`src/sv/clws_pkg.sv`:
```
// ----------------------------------------------------------------------------
// clws_pkg
// Shared types, command codes and the init byte table for the character LCD
// write sequencer.
// ----------------------------------------------------------------------------
`default_nettype none

package clws_pkg;

  localparam int unsigned CursorW = 7;
  localparam int unsigned StepW   = 3;

  // Request codes; 6 and 7 write nothing and give one empty beat.
  typedef enum logic [2:0] {
    REQ_INIT      = 3'd0,
    REQ_CLEAR     = 3'd1,
    REQ_PUT_CHAR  = 3'd2,
    REQ_GOTO_RC   = 3'd3,
    REQ_GOTO_ADDR = 3'd4,
    REQ_GLYPH_ROW = 3'd5
  } req_e;

  typedef enum logic [1:0] {
    ST_OK        = 2'd0,
    ST_BAD_COORD = 2'd1,
    ST_FULL      = 2'd2,
    ST_BAD_ADDR  = 2'd3
  } status_e;

  // Command bytes
  localparam logic [7:0] CMD_FUNC_8BIT   = 8'h30;
  localparam logic [7:0] CMD_FUNC_2LINE  = 8'h38;
  localparam logic [7:0] CMD_DISP_ON     = 8'h0E;
  localparam logic [7:0] CMD_ENTRY_MODE  = 8'h04;
  localparam logic [7:0] CMD_CLEAR       = 8'h01;
  localparam logic [1:0] CMD_CGRAM_TOP   = 2'b01;   // 0x40 with a 6-bit address
  localparam logic       CMD_DDRAM_TOP   = 1'b1;    // 0x80 with a 7-bit address

  localparam logic [CursorW-1:0] PAST_END = 7'd96;

  // Steps of one request's output sequence
  localparam logic [StepW-1:0] STEP_FIRST = 3'd0;
  localparam logic [StepW-1:0] STEP_DATA  = 3'd1;
  localparam logic [StepW-1:0] STEP_INIT_LAST = 3'd4;

  typedef struct packed {
    logic [2:0]         req_type;
    logic [7:0]         char_byte;
    logic [2:0]         row;
    logic [4:0]         column;
    logic [6:0]         address;
  } req_t;

  typedef struct packed {
    logic               bus_write;
    logic               reg_select;
    logic [7:0]         bus_byte;
    status_e            status;
    logic [CursorW-1:0] cursor_addr;
    logic               last;
  } res_t;

  // Decoded request, held while its beats go out
  typedef struct packed {
    logic               init_seq;
    logic               wr;
    logic               two_beats;
    logic [7:0]         cmd_byte;
    logic [7:0]         data_byte;
    status_e            status;
    logic [CursorW-1:0] cursor;
  } plan_t;

  function automatic logic [7:0] init_byte(input logic [StepW-1:0] idx);
    logic [7:0] b;
    unique case (idx)
      3'd0:    b = CMD_FUNC_8BIT;
      3'd1:    b = CMD_FUNC_2LINE;
      3'd2:    b = CMD_DISP_ON;
      3'd3:    b = CMD_ENTRY_MODE;
      3'd4:    b = CMD_CLEAR;
      default: b = 8'h00;
    endcase
    return b;
  endfunction

endpackage

`default_nettype wire

```
`src/sv/clws_decode.sv`:
```
// ----------------------------------------------------------------------------
// clws_decode
// Turns one request and the current cursor into a bus-write plan and the
// cursor that follows it.
// ----------------------------------------------------------------------------
`default_nettype none

module clws_decode (
  input  clws_pkg::req_t                     req_i,
  input  logic [clws_pkg::CursorW-1:0]       cursor_i,
  output clws_pkg::plan_t                    plan_o,
  output logic [clws_pkg::CursorW-1:0]       cursor_nxt_o
);
  import clws_pkg::*;

  localparam logic [CursorW:0] ROW0_END = 8'd16;
  localparam logic [CursorW:0] ROW1_END = 8'd80;
  localparam logic [CursorW:0] ROW2_END = 8'd32;
  localparam logic [CursorW-1:0] ROW1_START = 7'd64;
  localparam logic [CursorW-1:0] ROW2_START = 7'd16;
  localparam logic [CursorW-1:0] ROW3_START = 7'd80;

  // Step to the next cell in display row order 0, 1, 2, 3
  function automatic logic [CursorW-1:0] advance(input logic [CursorW-1:0] a);
    logic [CursorW:0] n;
    logic [CursorW-1:0] r;
    n = {1'b0, a} + 8'd1;
    priority if (n == ROW0_END) begin
      r = ROW1_START;
    end else if (n == ROW1_END) begin
      r = ROW2_START;
    end else if (n == ROW2_END) begin
      r = ROW3_START;
    end else if (n > {1'b0, PAST_END}) begin
      r = PAST_END;
    end else begin
      r = n[CursorW-1:0];
    end
    return r;
  endfunction

  logic [CursorW-1:0] rc_addr;

  // Row bases 0, 64, 16, 80 have clear low nibbles: splice the column in
  assign rc_addr = {req_i.row[0], 1'b0, req_i.row[1], req_i.column[3:0]};

  always_comb begin
    plan_o           = '0;
    plan_o.status    = ST_OK;
    cursor_nxt_o     = cursor_i;
    unique case (req_i.req_type)
      REQ_INIT: begin
        plan_o.init_seq = 1'b1;
        plan_o.wr       = 1'b1;
        cursor_nxt_o    = '0;
      end
      REQ_CLEAR: begin
        plan_o.wr       = 1'b1;
        plan_o.cmd_byte = CMD_CLEAR;
        cursor_nxt_o    = '0;
      end
      REQ_PUT_CHAR: begin
        if (cursor_i >= PAST_END) begin
          plan_o.status = ST_FULL;
        end else begin
          plan_o.wr        = 1'b1;
          plan_o.two_beats = 1'b1;
          plan_o.cmd_byte  = {CMD_DDRAM_TOP, cursor_i};
          plan_o.data_byte = req_i.char_byte;
          cursor_nxt_o     = advance(cursor_i);
        end
      end
      REQ_GOTO_RC: begin
        if (!req_i.row[2] && !req_i.column[4]) begin
          plan_o.wr       = 1'b1;
          plan_o.cmd_byte = {CMD_DDRAM_TOP, rc_addr};
          cursor_nxt_o    = rc_addr;
        end else begin
          plan_o.status = ST_BAD_COORD;
        end
      end
      REQ_GOTO_ADDR: begin
        // Valid windows 0x00-0x1F and 0x40-0x5F share a clear bit 5
        if (!req_i.address[5]) begin
          plan_o.wr       = 1'b1;
          plan_o.cmd_byte = {CMD_DDRAM_TOP, req_i.address};
          cursor_nxt_o    = req_i.address;
        end else begin
          plan_o.status = ST_BAD_ADDR;
        end
      end
      REQ_GLYPH_ROW: begin
        if (!req_i.address[6]) begin
          plan_o.wr        = 1'b1;
          plan_o.two_beats = 1'b1;
          plan_o.cmd_byte  = {CMD_CGRAM_TOP, req_i.address[5:0]};
          plan_o.data_byte = req_i.char_byte;
        end else begin
          plan_o.status = ST_BAD_ADDR;
        end
      end
      default: begin
        // unused request: one empty beat
      end
    endcase
    plan_o.cursor = cursor_nxt_o;
  end

endmodule

`default_nettype wire

```
`src/sv/clws_emit.sv`:
```
// ----------------------------------------------------------------------------
// clws_emit
// Holds one decoded plan and sends its beats, one per cycle while the
// receiver is ready, through a registered output stage.
// ----------------------------------------------------------------------------
`default_nettype none

module clws_emit (
  input  logic             clk_i,
  input  logic             rst_ni,
  input  clws_pkg::plan_t  plan_i,
  input  logic             plan_valid_i,
  output logic             plan_ready_o,
  output clws_pkg::res_t   res_o,
  output logic             res_valid_o,
  input  logic             res_ready_i
);
  import clws_pkg::*;

  plan_t             plan_q;
  logic              plan_vld_q;
  logic [StepW-1:0]  step_q;
  logic [StepW-1:0]  last_step;
  logic              is_last;
  logic              load;
  logic              take;
  res_t              res_d;
  res_t              res_q;
  logic              res_vld_q;

  assign last_step = plan_q.init_seq  ? STEP_INIT_LAST :
                     plan_q.two_beats ? STEP_DATA : STEP_FIRST;
  assign is_last   = (step_q == last_step);
  assign load      = plan_vld_q && (!res_vld_q || res_ready_i);
  assign plan_ready_o = !plan_vld_q || (load && is_last);
  assign take      = plan_valid_i && plan_ready_o;

  always_comb begin
    res_d             = '0;
    res_d.bus_write   = plan_q.wr;
    res_d.reg_select  = plan_q.two_beats && (step_q == STEP_DATA);
    if (plan_q.init_seq) begin
      res_d.bus_byte = init_byte(step_q);
    end else if (step_q == STEP_DATA) begin
      res_d.bus_byte = plan_q.data_byte;
    end else begin
      res_d.bus_byte = plan_q.cmd_byte;
    end
    res_d.status      = plan_q.status;
    res_d.cursor_addr = plan_q.cursor;
    res_d.last        = is_last;
  end

  always_ff @(posedge clk_i or negedge rst_ni) begin
    if (!rst_ni) begin
      plan_vld_q <= 1'b0;
      step_q     <= STEP_FIRST;
      res_vld_q  <= 1'b0;
    end else begin
      if (take) begin
        plan_vld_q <= 1'b1;
        step_q     <= STEP_FIRST;
      end else if (load && is_last) begin
        plan_vld_q <= 1'b0;
      end else if (load) begin
        step_q <= StepW'(step_q + 3'd1);
      end
      if (load) begin
        res_vld_q <= 1'b1;
      end else if (res_ready_i) begin
        res_vld_q <= 1'b0;
      end
    end
  end

  // Payload: no reset
  always_ff @(posedge clk_i) begin
    if (take) begin
      plan_q <= plan_i;
    end
    if (load) begin
      res_q <= res_d;
    end
  end

  assign res_o       = res_q;
  assign res_valid_o = res_vld_q;

endmodule

`default_nettype wire

```
`src/sv/char_lcd_write_sequencer_top.sv`:
```
// Path: a request is taken into the plan register, and its beats then go out
// through the single output register that the plan register feeds.
// Throughput: one output beat per cycle while the receiver is ready.
// Beats: put character and glyph row 2, init 5, all others and refusals 1.
// Reset: asynchronous, active low; clears the cursor to 0 and empties both
// the plan and output registers.
// ----------------------------------------------------------------------------
// char_lcd_write_sequencer_top
// Character LCD write sequencer: requests in, register-select/byte beats out.
// ----------------------------------------------------------------------------
`default_nettype none

module char_lcd_write_sequencer_top (
  input  logic            clk_i,
  input  logic            rst_ni,
  input  logic            in_valid_i,
  output logic            in_ready_o,
  input  clws_pkg::req_t  in_data_i,
  output logic            out_valid_o,
  input  logic            out_ready_i,
  output clws_pkg::res_t  out_data_o
);
  import clws_pkg::*;

  logic [CursorW-1:0] cursor_q;
  logic [CursorW-1:0] cursor_d;
  plan_t              plan;
  logic               in_take;

  assign in_take = in_valid_i && in_ready_o;

  clws_decode u_decode (
    .req_i        (in_data_i),
    .cursor_i     (cursor_q),
    .plan_o       (plan),
    .cursor_nxt_o (cursor_d)
  );

  // Cursor moves as soon as the request is taken
  always_ff @(posedge clk_i or negedge rst_ni) begin
    if (!rst_ni) begin
      cursor_q <= '0;
    end else if (in_take) begin
      cursor_q <= cursor_d;
    end
  end

  clws_emit u_emit (
    .clk_i        (clk_i),
    .rst_ni       (rst_ni),
    .plan_i       (plan),
    .plan_valid_i (in_valid_i),
    .plan_ready_o (in_ready_o),
    .res_o        (out_data_o),
    .res_valid_o  (out_valid_o),
    .res_ready_i  (out_ready_i)
  );

endmodule

`default_nettype wire

```
`config.mk`:
```
export PLATFORM = sky130hd
export DESIGN_NAME = char_lcd_write_sequencer_top
export DESIGN_NICKNAME = d
export VERILOG_FILES = /design/src/sv/clws_pkg.sv /design/src/sv/clws_decode.sv /design/src/sv/clws_emit.sv /design/src/sv/char_lcd_write_sequencer_top.sv
export SDC_FILE = /design/constraint.sdc
export NUM_CORES = 1
export LEC_CHECK = 0
export ABC_AREA = 1
export BUFFER_PORTS_ARGS = -buffer_cell sky130_fd_sc_hd__buf_4
export CELL_PAD_IN_SITES_DETAIL_PLACEMENT = 1
export CELL_PAD_IN_SITES_GLOBAL_PLACEMENT = 1
export CORE_MARGIN = 3
export CORE_UTILIZATION = 47
export DETAILED_ROUTE_END_ITERATION = 7
export MAX_ROUTING_LAYER = met4
export PLACE_DENSITY = 0.95
export SYNTH_ARGS = -nofsm -noshare
export SYNTH_HDL_FRONTEND = slang
export SYNTH_SLANG_ARGS = --single-unit
export TNS_END_PERCENT = 10
```
`constraint.sdc`:
```
create_clock -name clk_i -period 5.52 [get_ports clk_i]
set_input_delay 1.656 -clock clk_i [delete_from_list [all_inputs] [get_ports clk_i]]
set_output_delay 1.656 -clock clk_i [all_outputs]
set_load 0.05 [all_outputs]
```
# Yosys cells after proc, flatten, opt, wreduce, memory -nomap -nowiden
# Cells that the tools add are included.
# totals
regBits	60
inputBits	30
# op_classes
reduce_logical	18
muxes	36
n_addsub	2
order_cmp	2
n_eq_ne	14
# ops
operator	count
$mux W7	7
$pmux W8 S5	1
$mux W18	2
$mux W8	4
$pmux W6 S5	1
$pmux W7 S4	1
$pmux W8 S2	1
$eq A3 B2 Y1 const B	4
$mux W3	4
$eq A3 B3 Y1 const B	3
$mux W1	9
$add A7 B1 Y8 const B	1
$eq A8 B5 Y1 const B	1
$eq A8 B6 Y1 const B	1
$eq A8 B7 Y1 const B	1
$gt A8 B7 Y1 const B	1
$pmux W2 S4	1
$ge A7 B7 Y1 const B	1
$eq A3 B1 Y1 const B	2
$logic_not A3 Y1	2
$mux W2	3
$reduce_bool A2 Y1	3
$logic_and A1 B1 Y1	5
$pmux W1 S5	1
8 further kinds	12

# Longest topological paths before layout
# depth
ltp_word	8
ltp_mapped	14
mapped_depth_nobuf	14

# By module
# From an unflattened synthesis, not the netlist that was laid out.
# hier_totals
hier_cells	345
area_unflattened_um2	3216.8
# by_module_without_submodules
module	cells_per_inst	seq_area_each_um2	n_inst	area_each_um2
clws_emit	133	1566.5	1	2029.4
clws_decode	181	0.0	1	908.4
char_lcd_write_sequencer_top	31	175.2	1	279.0

# Least setup slack after synthesis
# Ideal clock, no wire load.
# synth_path
path_type	in2out
startpoint	input out_ready_i
endpoint	output in_ready_o
arrival_time_ns	2.676
path_stages	6
path_slack_ns	1.188
path_cell_list	inv_1 nand2_1 nand2_1 inv_1 nand2_1 nand2_2
# synth_via
elab_chain_cells	4
# synth_lines
item	line	text
start, declared	char_lcd_write_sequencer_top.sv:20	input logic out_ready_i,
$logic_or A1 B1 Y1	clws_emit.sv:34	assign load = plan_vld_q && (!res_vld_q || res_ready_i);
$logic_and A1 B1 Y1	clws_emit.sv:34	
named net u_emit.load	clws_emit.sv:25	logic load;
$logic_and A1 B1 Y1	clws_emit.sv:35	assign plan_ready_o = !plan_vld_q || (load && is_last);
$logic_or A1 B1 Y1	clws_emit.sv:35	
end, declared	char_lcd_write_sequencer_top.sv:17	output logic in_ready_o,
# The timed path passes the listed nets, and every way through them passes these cells.

# Worst setup path after layout
# Same ends and word-level chain as after synthesis.

==> results by group <==
Outcome
  • Status: complete, no violations

Floorplan
  • Chip Width: 89.3 um
  • Die Ht: 89.3 um
  • Die footprint: 7970 um^2
  • FP Rows: 29
  • Core box area: 6530 um^2
  • Io pins: 52
  • Initial Utilization: 0.499

Global route
  • First-pass GRT wire length: 15100 um
  • Overall Global Routing Usage: 0.264
  • Largest net degree at the start of global routing: 38
  • Initial antenna violation count: 0
  • GRT overflow: 0
  • Vias in the first global route: 3014

Route
  • TritonRoute pass-1 iters: 4
  • Via count: 2759
  • # DRC: 0
  • Post-DR vias/cell: 5.72
  • WL final: 9590 um
  • ANT nets after route: 0
  • Initial DRC count: 156
  • WL per Instance: 19.9 um

Timing
  • Crit path time final: 4.13 ns
  • Relative slew slack: 0.287
  • Max Clk Rate: 0.242 GHz
  • Hold slack: 0.422 ns
  • Unrepaired setup endpoints after global routing: false
  • Final setup vio count: 0
  • Final setup skew: 0.00897 ns
  • Final Max Tran Viols: 0
  • Hold Vio Cnt, Final: 0
  • Setup TNS: 0 ns
  • Worst Tran Pin Value: 1.07 ns
  • Final period utilization: 0.748

Synth
  • Synth unique cells: 41
  • Synthesized area: 3260 um^2
  • FF+latch count, synth: 60
  • Mux cell area share after synthesis: 0
  • Synth Area in XOR/XNOR: 0.00537
  • Main combinational cell family by area after synthesis: simple AND/OR/NAND/NOR gates
  • Seq/Total Area, Yosys: 0.534
  • Synth Area in Compound Gates: 0.101
  • YS warnings: 0
  • Gate Count Post-Synth: 343
  • Average cell area after synthesis: 9.50 um^2
  • Post-synth net total: 381
  • Simple-gate portion of the synthesized area: 0.260
  • Adder-Cell Fraction of Synth Area: 0.0307

Flow run
  • MaxCap Viol Count: 0

Finish
  • Commonest non-fill, non-tap cell in the layout: nand2_1
  • Utilization after layout: 0.599
  • Multi-input gate area: 1290 um^2
  • Most frequent cells in the layout: nand2_1, buf_4, edfxtp_1
  • Register Area: 1740 um^2
  • Final instance area: 3910 um^2
  • Area Overhead vs Synth: 20.1%
  • Antenna cells: 0
  • Layout cells sized above 1: 0.284
  • # fillers: 744
  • Fin nets: 438

Clock network
  • # Post-CTS Setup Buffers: 0
  • Clock transition at path regs: 0.07 ns
  • Root buf cell: clkbuf_8
  • Post-cts resize count: 0
  • Worst-case clock buffer depth: 2
  • H-tree levels: 3
  • TritonCTS Sinks: 60
  • Cts hold-fix bufs: 0
  • Clk_lat worst skew: 0.34 ns
  • Num CTS Buffers: 9
  • CTS tree: built

Setup path
  • CP Cell Sequence: buf_4, inv_1, nand2_1, nand2_1, inv_1, nand2_1, nand2_2, buf_4
  • Req. time, crit path: 3.86 ns
  • Startpoint types: input pin
  • Crit path DAT: 2.47 ns
  • CP Capture Type: output pin
  • CP most frequent cell: nand2_1
  • Slowest-stage cell, CP: buf_4
  • Crit-path max cell delay: 0.19 ns
  • CP max FO: 4
  • CP Class: input pin to output pin

Power and ir drop
  • Power Dens Cells: 544 nW/um^2
  • Leakage: 1.81 nW
  • Worst vdd ir: 0.174 mV

Place
  • DP HPWL: 6950 um
  • RePlAce Congestion: 0.831
  • Area post-placement: 3710 um^2
  • PortBufs: 51

Hold path
  • Worst hold-check path type: register to register
==> metrics by stage <==
stage | total power, mW | instances | setup slack [ns]
floorplan | 1.42 | 343 | 1.19
global placement | 1.63 | 466 | 1.50
detailed placement | 1.70 | 466 | 1.41
CTS | 2.13 | 482 | 1.38
global route | 2.24 | 482 | 1.31
finish | 2.13 | 482 | 1.39
==> final cells by class <==
class	count	share of cell area
well taps	77	0.0246
repair buffers	52	0.0997
clock buffers	10	0.0326
inverters	48	0.0473
flip-flops and latches	60	0.445
multi-input cells	229	0.331
clock inverters	6	0.0201
==> synth_stat cells <==
master,number,area (um^2)
nand2_1,86,323
edfxtp_1,48,1440
inv_1,33,124
nor2_1,31,116
o21ai_0,19,95.1
nand3_1,13,65.1
dfrtp_1,12,300
inv_2,12,45.0
nand2_2,12,75.1
a21oi_1,8,40.0
ha_1,8,100
nand3_2,8,80.1
a21boi_1,5,37.5
a211oi_1,4,30.0
buf_4,4,30.0
nand4_1,4,25.0
nor2_2,4,25.0
a221o_1,3,30.0
clkinv_1,2,7.51
nand2_4,2,22.5
nor2_4,2,22.5
nor3_1,2,10.0
o22ai_1,2,12.5
xor2_1,2,17.5
a21oi_2,1,8.76
a221o_2,1,11.3
a31oi_1,1,6.26
buf_2,1,5.00
clkbuf_1,1,3.75
clkinv_4,1,8.76
nand3_4,1,17.5
nand3b_1,1,7.51
nor2_8,1,20.0
nor3_4,1,16.3
nor4_4,1,21.3
o2111ai_1,1,8.76
o211ai_1,1,7.51
o21ai_1,1,5.00
o21ai_2,1,8.76
o21bai_4,1,18.8
o2bb2ai_1,1,8.76
==> flip-flops by register name, indices dropped and copies added, names as in the netlist <==
name / count
cursor_q: 7
u_emit.plan_q: 28
u_emit.plan_vld_q: 1
u_emit.res_o: 20
u_emit.res_valid_o: 1
u_emit.step_q: 3
==> cells by family after synthesis <==
group / after synthesis
AO/OA/AOI/OAI: 50
XOR/XNOR: 2
adder cells (fa/ha/maj): 8
buffers and inverters: 54
flip-flops: 60
AND/OR/NAND/NOR: 169
==> routing by layer <==
| metal | track usage | routed length, um | vias to the layer above |
|---|---|---|---|
| li1 | - | - | 1257 |
| met1 | 0.280 | 3690 | 1379 |
| met2 | 0.468 | 5160 | 87 |
| met3 | 0.0433 | 421 | 36 |
| met4 | 0.139 | 321 | 0 |
| met5 | - | 0 | - |
==> path summary, 6_finish.rpt <==
check / from / endpoint / slack (ns) / cells after the start
setup / recovery: out_ready_i / in_ready_o / 1.39 / 8
hold / removal: u_emit.plan_q[3] / u_emit.res_o[4] / 0.42 / 0
setup reg to reg: cursor_q[0] / cursor_q[0] / 3.26 / 14
hold reg to reg: u_emit.plan_q[3] / u_emit.res_o[4] / 0.42 / 0
max in group asynchronous: rst_ni / cursor_q[3] / 4.19 / 1
min in group asynchronous: rst_ni / cursor_q[5] / 1.16 / 1
==> critical path, delay by kind of cell <==
family / cells / cell delay [ns]
simple gates: 4 / 0.37
buf+inv: 4 / 0.42
==> power breakdown <==
group | switching, mW | total [mW] | internal (mW)
clock | 0.175 | 0.425 | 0.250
sequential | 0.113 | 0.805 | 0.692
combinational | 0.655 | 0.900 | 0.245
total | 0.943 | 2.13 | 1.19
No activity file was read; power rests on OpenSTA's default activity.
